`src/hw/rtl/lpfr_pkg.sv`:
```
// package for the length-prefixed frame receiver
// holds phase type, result status codes and parameter defaults
// no dependencies
package lpfr_pkg;

    // default width of the frame byte counters
    localparam int LENGTH_BITS_DEF = 16;

    // bytes in the little-endian length header
    localparam int HEADER_BYTES = 4;

    // reset value of the length limit register
    localparam logic [15:0] MAX_LEN_RESET = 16'd4096;

    // register word indexes
    localparam logic [0:0] REG_MAX_LEN = 1'b0;

    // result status codes
    localparam logic [2:0] ST_HEADER  = 3'd0;
    localparam logic [2:0] ST_PAYLOAD = 3'd1;
    localparam logic [2:0] ST_REJECT  = 3'd2;
    localparam logic [2:0] ST_DISCARD = 3'd3;
    localparam logic [2:0] ST_CLEARED = 3'd4;

    // receiver phase
    typedef enum logic [1:0] {
        PH_HEADER  = 2'd0,
        PH_PAYLOAD = 2'd1,
        PH_INVALID = 2'd2
    } t_phase;

endpackage

```
`src/hw/rtl/length_prefixed_frame_receiver.sv`:
```
// an accepted item's result is written to the output register in the next cycle
// throughput: one item per cycle unless a waiting result is not taken; the phase/counter
//   update and the header length compare sit between the input port and the result register
// an item is taken while a result waits as long as the result is taken in that cycle
// reset (synchronous, active low) returns to awaiting a header, limit 4096
// depends on lpfr_pkg
module length_prefixed_frame_receiver
    import lpfr_pkg::*;
#(
    parameter int LENGTH_BITS = LENGTH_BITS_DEF
) (
    input  logic        i_clk,
    input  logic        i_rst_n,
    // input item channel
    input  logic        i_in_valid,
    output logic        o_in_ready,
    input  logic        i_command,
    input  logic [7:0]  i_data_byte,
    // result item channel
    output logic        o_out_valid,
    input  logic        i_out_ready,
    output logic [2:0]  o_status,
    output logic [7:0]  o_payload_byte,
    output logic [15:0] o_frame_offset,
    output logic        o_frame_last,
    output logic [15:0] o_frame_length,
    // configuration port
    input  logic        psel,
    input  logic        penable,
    input  logic        pwrite,
    input  logic [2:0]  paddr,
    input  logic [31:0] pwdata,
    output logic [31:0] prdata,
    output logic        pready
);

    // largest value the byte counters can hold
    localparam logic [32:0] COUNT_MAX = (33'd1 << LENGTH_BITS) - 33'd1;

    // state
    t_phase                 r_phase, n_phase;
    logic [23:0]            r_hdr, n_hdr;
    logic [LENGTH_BITS-1:0] r_pos, n_pos;
    logic [LENGTH_BITS-1:0] r_exp, n_exp;
    logic [15:0]            r_max;

    // result register
    logic        r_out_valid;
    logic [2:0]  r_status;
    logic [7:0]  r_byte;
    logic [15:0] r_offset;
    logic        r_last;
    logic [15:0] r_length;

    // per-item combinational result
    logic [2:0]             c_status;
    logic [15:0]            c_offset;
    logic                   c_last;
    logic [15:0]            c_length;
    logic [1:0]             hpos;
    logic [31:0]            declared;
    logic [LENGTH_BITS-1:0] pos_inc;
    logic [31:0]            pos_ext;
    logic [31:0]            exp_ext;
    logic                   accept;
    logic                   cfg_wr;

    assign o_in_ready = !r_out_valid || i_out_ready;
    assign accept     = i_in_valid && o_in_ready;

    // configuration port
    assign pready = 1'b1;
    assign cfg_wr = psel && penable && pwrite && pready;
    assign prdata = (paddr[2:2] == REG_MAX_LEN) ? {16'd0, r_max} : 32'd0;

    always_ff @(posedge i_clk) begin
        if (!i_rst_n) begin
            r_max <= MAX_LEN_RESET;
        end else if (cfg_wr && paddr[2:2] == REG_MAX_LEN) begin
            r_max <= pwdata[15:0];
        end
    end

    // helpers for the next-state logic
    assign hpos     = r_pos[1:0];
    assign declared = {i_data_byte, r_hdr};
    assign pos_inc  = r_pos + LENGTH_BITS'(1);
    assign pos_ext  = 32'(r_pos);
    assign exp_ext  = 32'(r_exp);

    // next state and result for one item
    always_comb begin
        n_phase  = r_phase;
        n_hdr    = r_hdr;
        n_pos    = r_pos;
        n_exp    = r_exp;
        c_status = ST_HEADER;
        c_offset = 16'd0;
        c_last   = 1'b0;
        c_length = 16'd0;
        if (i_command) begin
            // clear back to idle
            n_phase  = PH_HEADER;
            n_hdr    = '0;
            n_pos    = '0;
            n_exp    = '0;
            c_status = ST_CLEARED;
        end else begin
            unique case (r_phase)
                PH_INVALID: begin
                    c_status = ST_DISCARD;
                end
                PH_PAYLOAD: begin
                    c_status = ST_PAYLOAD;
                    c_offset = pos_ext[15:0];
                    c_length = exp_ext[15:0];
                    n_pos    = pos_inc;
                    if (pos_inc == r_exp) begin
                        c_last  = 1'b1;
                        n_phase = PH_HEADER;
                        n_hdr   = '0;
                        n_pos   = '0;
                        n_exp   = '0;
                    end
                end
                default: begin
                    // header byte; the unused phase code behaves the same
                    c_offset = {14'd0, hpos};
                    n_pos    = LENGTH_BITS'(hpos) + LENGTH_BITS'(1);
                    case (hpos)
                        2'd0: n_hdr[7:0]   = i_data_byte;
                        2'd1: n_hdr[15:8]  = i_data_byte;
                        2'd2: n_hdr[23:16] = i_data_byte;
                        default: begin
                            // last header byte: check the declared length
                            if (declared < 32'(HEADER_BYTES) || declared > {16'd0, r_max}
                                    || {1'b0, declared} > COUNT_MAX) begin
                                c_status = ST_REJECT;
                                n_phase  = PH_INVALID;
                            end else if (declared == 32'(HEADER_BYTES)) begin
                                c_length = declared[15:0];
                                c_last   = 1'b1;
                                n_phase  = PH_HEADER;
                                n_hdr    = '0;
                                n_pos    = '0;
                                n_exp    = '0;
                            end else begin
                                c_length = declared[15:0];
                                n_exp    = LENGTH_BITS'(declared);
                                n_hdr    = '0;
                                n_phase  = PH_PAYLOAD;
                            end
                        end
                    endcase
                end
            endcase
        end
    end

    // state register
    always_ff @(posedge i_clk) begin
        if (!i_rst_n) begin
            r_phase <= PH_HEADER;
            r_hdr   <= '0;
            r_pos   <= '0;
            r_exp   <= '0;
        end else if (accept) begin
            r_phase <= n_phase;
            r_hdr   <= n_hdr;
            r_pos   <= n_pos;
            r_exp   <= n_exp;
        end
    end

    // result register valid
    always_ff @(posedge i_clk) begin
        if (!i_rst_n) begin
            r_out_valid <= 1'b0;
        end else if (accept) begin
            r_out_valid <= 1'b1;
        end else if (i_out_ready) begin
            r_out_valid <= 1'b0;
        end
    end

    // result register payload
    always_ff @(posedge i_clk) begin
        if (accept) begin
            r_status <= c_status;
            r_byte   <= i_data_byte;
            r_offset <= c_offset;
            r_last   <= c_last;
            r_length <= c_length;
        end
    end

    assign o_out_valid    = r_out_valid;
    assign o_status       = r_status;
    assign o_payload_byte = r_byte;
    assign o_frame_offset = r_offset;
    assign o_frame_last   = r_last;
    assign o_frame_length = r_length;

    // frame completion is only flagged on header or payload items
    a_last_status: assert property (@(posedge i_clk) disable iff (!i_rst_n)
        (r_out_valid && r_last) |-> (r_status == ST_HEADER || r_status == ST_PAYLOAD))
        else $error("frame_last on non-frame status");

    // a rejected length reports no frame length
    a_reject_len: assert property (@(posedge i_clk) disable iff (!i_rst_n)
        (r_out_valid && r_status == ST_REJECT) |-> (r_length == 16'd0 && !r_last))
        else $error("rejected item carries a length");

    // a clear item leaves the receiver idle
    a_clear_idle: assert property (@(posedge i_clk) disable iff (!i_rst_n)
        (accept && i_command) |=> (r_phase == PH_HEADER && r_pos == '0 && r_exp == '0))
        else $error("clear did not return to idle");

    // a frame in payload always expects more than the header
    a_payload_len: assert property (@(posedge i_clk) disable iff (!i_rst_n)
        (r_phase == PH_PAYLOAD) |-> (r_exp > LENGTH_BITS'(HEADER_BYTES)))
        else $error("payload phase with short length");

endmodule
```
`config.mk`:
```
export PLATFORM = sky130hd
export DESIGN_NAME = length_prefixed_frame_receiver
export DESIGN_NICKNAME = d
export VERILOG_FILES = /design/src/hw/rtl/lpfr_pkg.sv /design/src/hw/rtl/length_prefixed_frame_receiver.sv
export SDC_FILE = /design/constraint.sdc
export NUM_CORES = 1
export LEC_CHECK = 0
export BUFFER_PORTS_ARGS = -buffer_cell sky130_fd_sc_hd__buf_2
export CORE_MARGIN = 8
export CORE_UTILIZATION = 55
export DETAILED_ROUTE_END_ITERATION = 6
export PLACE_DENSITY = 0.91
export SYNTH_ARGS = -nofsm -noshare
export SYNTH_HDL_FRONTEND = slang
export SYNTH_SLANG_ARGS = --single-unit
```
`constraint.sdc`:
```
create_clock -name i_clk -period 3.9 [get_ports i_clk]
set_input_delay 0.39 -clock i_clk [delete_from_list [all_inputs] [get_ports i_clk]]
set_output_delay 0.39 -clock i_clk [all_outputs]
set_load 0.05 [all_outputs]
```
Word level (Yosys, flattened, before mapping)
Cells that the tools add are included.
Widths: inputs -> output; s select.
Storage, ports and cells
  register bits after elaboration: 119
  input port bits: 51
  output and inout port bits: 79
  logic and storage cells: 95
Cells by class
  add/subtract/negate cells: 2
  order comparisons: 3
  equal/unequal tests: 16
  multiplexer cells: 40
  bitwise logic cells: 1
  reductions and logical operators: 20
Operator list (number)
  $mux 16: 10
  $pmux 16 s2: 4
  $mux 24: 3
  $pmux 24 s2: 1
  $pmux 8 s2: 3
  $eq 32x3->1 const B: 1
  $gt 32x16->1: 1
  $gt 32x16->1 const B: 1
  $lt 32x3->1 const B: 1
  $reduce_and 5->1: 4
  $add 16x1->16 const B: 1
  $eq 16x16->1: 1
  $mux 2: 6
  $ne 3x1->1 const B: 4
  $ne 4x2->1 const B: 3
  $mux 3: 3
  $pmux 2 s2: 2
  $mux 1: 7
  $reduce_or 2->1: 3
  $eq 2x1->1 const B: 2
  $eq 2x2->1 const B: 2
  $logic_and 1x1->1: 4
  $reduce_and 4->1: 1
  $add 2x1->3 const B: 1
  11 further kinds: 13

Logic depth before layout (Yosys ltp)
  depth in word-level cells: 7
  depth in mapped cells: 12

Worst setup path before layout
No wires, ideal clock.
  kind: flip-flop to flip-flop
  start: reg r_out_valid, in the netlist o_out_valid
  end: reg r_exp[10]
  data arrival time: 3584 ps
  data required time: 3841 ps
  slack: 257 ps
  cell stages (with the launch flop): 9
  buffers on the path: 2
  period minus slack after synthesis: 3643 ps
  cell sequence: dfxtp_1 nand2b_1 and2_1 and2_1 clkbuf_1 nand2_1 nor3_2 clkbuf_1 a22o_1
Between the ends
  longest elaborated chain between the ends: 4
Ends and longest elaborated chain
  from (decl): RTL line length_prefixed_frame_receiver.sv:48  | logic r_out_valid;
  from (signal assigned): RTL line length_prefixed_frame_receiver.sv:178  | r_out_valid <= 1'b0;
  from (signal assigned): RTL line length_prefixed_frame_receiver.sv:180  | r_out_valid <= 1'b1;
  from (signal assigned): RTL line length_prefixed_frame_receiver.sv:182  | r_out_valid <= 1'b0;
  $logic_not 1->1: RTL line length_prefixed_frame_receiver.sv:68  | assign o_in_ready = !r_out_valid || i_out_ready;
  $logic_or 1x1->1: RTL line length_prefixed_frame_receiver.sv:68
  net o_in_ready: RTL line length_prefixed_frame_receiver.sv:16  | output logic o_in_ready,
  $logic_and 1x1->1: RTL line length_prefixed_frame_receiver.sv:69  | assign accept = i_in_valid && o_in_ready;
  net accept: RTL line length_prefixed_frame_receiver.sv:65  | logic accept;
  $reduce_and 5->1 (no line)
  to (signal assigned): RTL line length_prefixed_frame_receiver.sv:171  | r_exp <= n_exp;
  to (decl): RTL line length_prefixed_frame_receiver.sv:44  | logic [LENGTH_BITS-1:0] r_exp, n_exp;
The timed path passes the listed nets, and every way through them passes these cells.
A chain may end at the register's enable or synchronous reset.

Worst setup path after layout
  start: reg r_pos[0]
  end: reg r_hdr[6]
Between the ends
  longest elaborated chain between the ends: 5
Ends and longest elaborated chain
  from (decl): RTL line length_prefixed_frame_receiver.sv:43  | logic [LENGTH_BITS-1:0] r_pos, n_pos;
  from (signal assigned): RTL line length_prefixed_frame_receiver.sv:170  | r_pos <= n_pos;
  branches (longest 5 deep; another with $add 16x1->16)
  to (signal assigned): RTL line length_prefixed_frame_receiver.sv:169  | r_hdr <= n_hdr;
  to (decl): RTL line length_prefixed_frame_receiver.sv:42  | logic [23:0] r_hdr, n_hdr;
Parallel ways; which one is timed is not known.

==> flow_results.org <==
** Clocking
- The clock passes through at most 2 buffers.
- Clock sink count :: 119
- Clk Tree Root Cell :: sky130_fd_sc_hd__clkbuf_8
- Post-CTS setup buffer count :: 0
- Clock-pin slew was measured on the worst setup and hold paths at around 0.06 ns.
- Hold buffers post-CTS :: 0
- CTS resizes :: 0
- Clock tree synthesis inserted a total of 17 buffers.
- Total number of H-tree levels :: 4
- Clock Latency Late Sink :: 0.53 ns
- TritonCTS built the clock tree.

** Critical path
- At the worst endpoint, the arrival time is roughly 4.0 ns.
- Sort of element at the start of the critical path :: flop
- Worst Path Class, Setup :: flop to flop
- For the worst setup path, the data required time is approximately 4.3 ns.
- Category of the worst setup path capture point :: flop
- Of all nets on the critical path, the largest fanout is 16.
- The setup check on the worst reg-to-reg path leaves a slack of about 0.3 ns.

** Floorplanning
- For this design the top-level I/O count stands at 130.
- Die width :: around 120 µm
- The floorplan step defined a core boundary enclosing 10,700 µm².
- The floorplan step set the die height to 120 µm.
- Std-Cell Rows :: 38
- The die covers 14,400 µm².
- Effective utilization at floorplan :: ~56%

** Final layout
- Share of post-route cells with drive strength above 1 :: between 20% and 30%
- The sequential cells in the finished layout cover a total of roughly 2800 µm².
- Synthesis-to-finish area growth :: 18.7%
- The multi-input combinational cells in the finished layout cover a total of 2790 µm².
- Number of antenna cells inserted :: 0
- Layout filler cell count :: 823
- Commonest non-fill, non-tap cell in the layout :: sky130_fd_sc_hd__buf_2
- The top cell types in the final layout, fill and taps aside, are sky130_fd_sc_hd__buf_2, sky130_fd_sc_hd__dfxtp_1, sky130_fd_sc_hd__nand2_1, sky130_fd_sc_hd__a22o_1, sky130_fd_sc_hd__edfxtp_1.
- Core utilization of the finished layout :: 66.0%
- The net count of the finished layout is 753.

** Global route
- The number of global-route vias before repair is 5,073.
- The number of antenna violations at the first check in global routing came to 0.
- Wire length of the first global-routing pass :: 24.5 mm
- Overall fraction of global-route tracks in use :: 20.9%
- Entering global routing, the biggest net connects 33 pins.
- Leftover overflow at the end of global routing :: 0

** Timing
- Slew Limit Fails :: 0
- Final hold violation count :: 0
- Total Neg Setup Slack :: 0 ns
- Setup violations remaining at the end of the flow were counted as 0.
- Across the routed clock network, the largest skew measured is about 0.007 ns.
- Final critical-path required period :: approximately 3.6 ns
- Slew headroom :: 48.4%
- Setup repair after global routing left no endpoint under its margin.
- Setup slack closes at 0.301 ns.
- At the pin with the least slew margin, the transition time is 0.772 ns.
- The final critical path takes up 92.3% of the cycle.
- Highest clock rate :: 278 MHz

** Logic synthesis
- The Yosys step of the flow raised 0 warnings.
- Counting flops with a built-in enable in the synthesized netlist gives 44.
- Distinct cells, synth :: 68
- Summed over all instances, the cell type with the most area after synthesis is sky130_fd_sc_hd__dfxtp_1.
- Of the synthesized area, sequential elements account for 47.5%.
- For this run, the leading register cell type out of synthesis is sky130_fd_sc_hd__dfxtp_1.
- The mapped netlist covers 5940 µm².
- In the synthesized netlist, the number of instances is 594.
- Dominant cells by area after synthesis :: sky130_fd_sc_hd__dfxtp_1, sky130_fd_sc_hd__edfxtp_1, sky130_fd_sc_hd__a22o_1, sky130_fd_sc_hd__ha_1, sky130_fd_sc_hd__nand2_1
- Asr flop ratio synth :: 0%
- The share of synthesized area in the top cell type comes to 25.3%.
- #FFs+latches synth :: 119
- Avg Synthesized Cell Area :: 10.0 µm²

** Placement
- Post-place setup slack :: 0.398 ns
- Post-detail-place hpwl :: roughly 11 mm
- In this run the tool buffered the top-level ports with 94 buffer cells.
- Final Wtd Congestion :: 0.949

** Route
- The detailed router finished its first iteration with between 300 and 400 violations.
- Total wire length :: between 10 and 15 mm
- Via density :: 6.04
- Average detailed-routed wire length per instance :: about 18 µm
- DRC violation count after routing :: 0
- Pre-Repair DR Iteration Count :: 5
- The detailed router placed 5,032 vias in this run.
- Once detail routing completed, the nets flagged for antenna violations numbered 0.

** Power
- Peak supply drop :: about 0.26 mV
- Power per Cell Area :: ~460 nW/µm²
- In this run the static leakage power is around 2.8 nW.

** Run
- The tool flagged a number of max-cap violations equal to 0.

** Min path
- The path class of the tightest hold or removal check is input pin to flop.

** Status
- Run status :: complete, no violations
## registers in the layout, indices dropped and copies added (netlist names)
register and count:
o_frame_last 1, o_frame_length 16, o_frame_offset 16, o_out_valid 1, o_payload_byte 8, o_status 3
r_exp 16, r_hdr 24, r_max 16, r_phase 2, r_pos 16
## cells by family after synthesis
family | count (synthesis) | share of synthesized area (%)
AND/OR/NAND/NOR | 200 | 18.3
AO/OA/AOI/OAI | 153 | 20.3
flip-flops | 119 | 47.5
buffers and inverters | 80 | 6.46
adder cells (fa/ha/maj) | 22 | 4.63
XOR/XNOR | 18 | 2.65
other | 2 | 0.126
## metal layers
| metal | wire (µm) | vias up | track usage, % |
|---|---|---|---|
| met5 | 0 | - | 0 |
| met4 | 404 | 0 | 10.1 |
| met3 | 1290 | 45 | 5.50 |
| met2 | 7230 | 286 | 35.4 |
| met1 | 6050 | 2343 | 24.1 |
| li1 | - | 2358 | - |
## area by class of cell
cell class              instances  area share, %
well taps                     140           2.48
inverters                      30           1.60
clock inverters                 7           1.03
clock buffers                  25           7.79
repair buffers                102           7.52
flip-flops and latches        119           40.0
multi-input cells             410           39.6
## path summary, 6_finish.rpt
path,from,to,cells past startpoint
min reg2reg,r_max[15],r_max[15],2
min,i_data_byte[7],o_payload_byte[7],1
max,r_pos[0],r_hdr[6],9
max reg2reg,r_pos[0],r_hdr[6],9
## where the power goes
group	switching (mW)	internal, mW	leakage, nW
logic	0.238	0.0661	1.40
registers	0.0159	1.32	1.04
clock network	0.564	1.04	0.307
total	0.818	2.42	2.75
## cells in the mapped netlist, drive strengths merged (3+ instances only)
master	number
xnor2	15
nor3	14
inv	30
nand2b	3
edfxtp	44
dfxtp	75
buf	27
o21ai	14
nand4	11
a31o	4
nand2	53
a32o	11
or3	4
and3	7
o211ai	3
and2	24
nor2	34
nand3b	3
ha	22
o211a	5
or4	11
nand3	17
a21oi	36
clkbuf	23
o2bb2ai	3
o311ai	3
nor4	9
a21o	4
nand4b	3
xor2	3
a22o	47
## through the flow
stage	std cells	power [mW]	hold WS, ns	area [µm²]
floorplan	609	1.60	0.436	6000
global placement	801	1.65	0.443	6430
detailed placement	801	1.66	0.451	6430
CTS	833	3.25	0.0524	7060
global route	833	3.33	0.0573	7060
finish	833	3.24	0.0600	7060
## critical path, stage by stage, from the launching register on
cell and delay, ns:
sky130_fd_sc_hd__dfxtp_1 0.54, sky130_fd_sc_hd__ha_1 0.60, sky130_fd_sc_hd__nand4_1 0.32, sky130_fd_sc_hd__or4b_1 0.55, sky130_fd_sc_hd__o211ai_1 0.11, sky130_fd_sc_hd__a32o_1 0.27, sky130_fd_sc_hd__o2111ai_4 0.18, sky130_fd_sc_hd__a21oi_4 0.35
sky130_fd_sc_hd__o31ai_2 0.25, sky130_fd_sc_hd__a32o_1 0.32
Power figures use the tool's default switching activity.
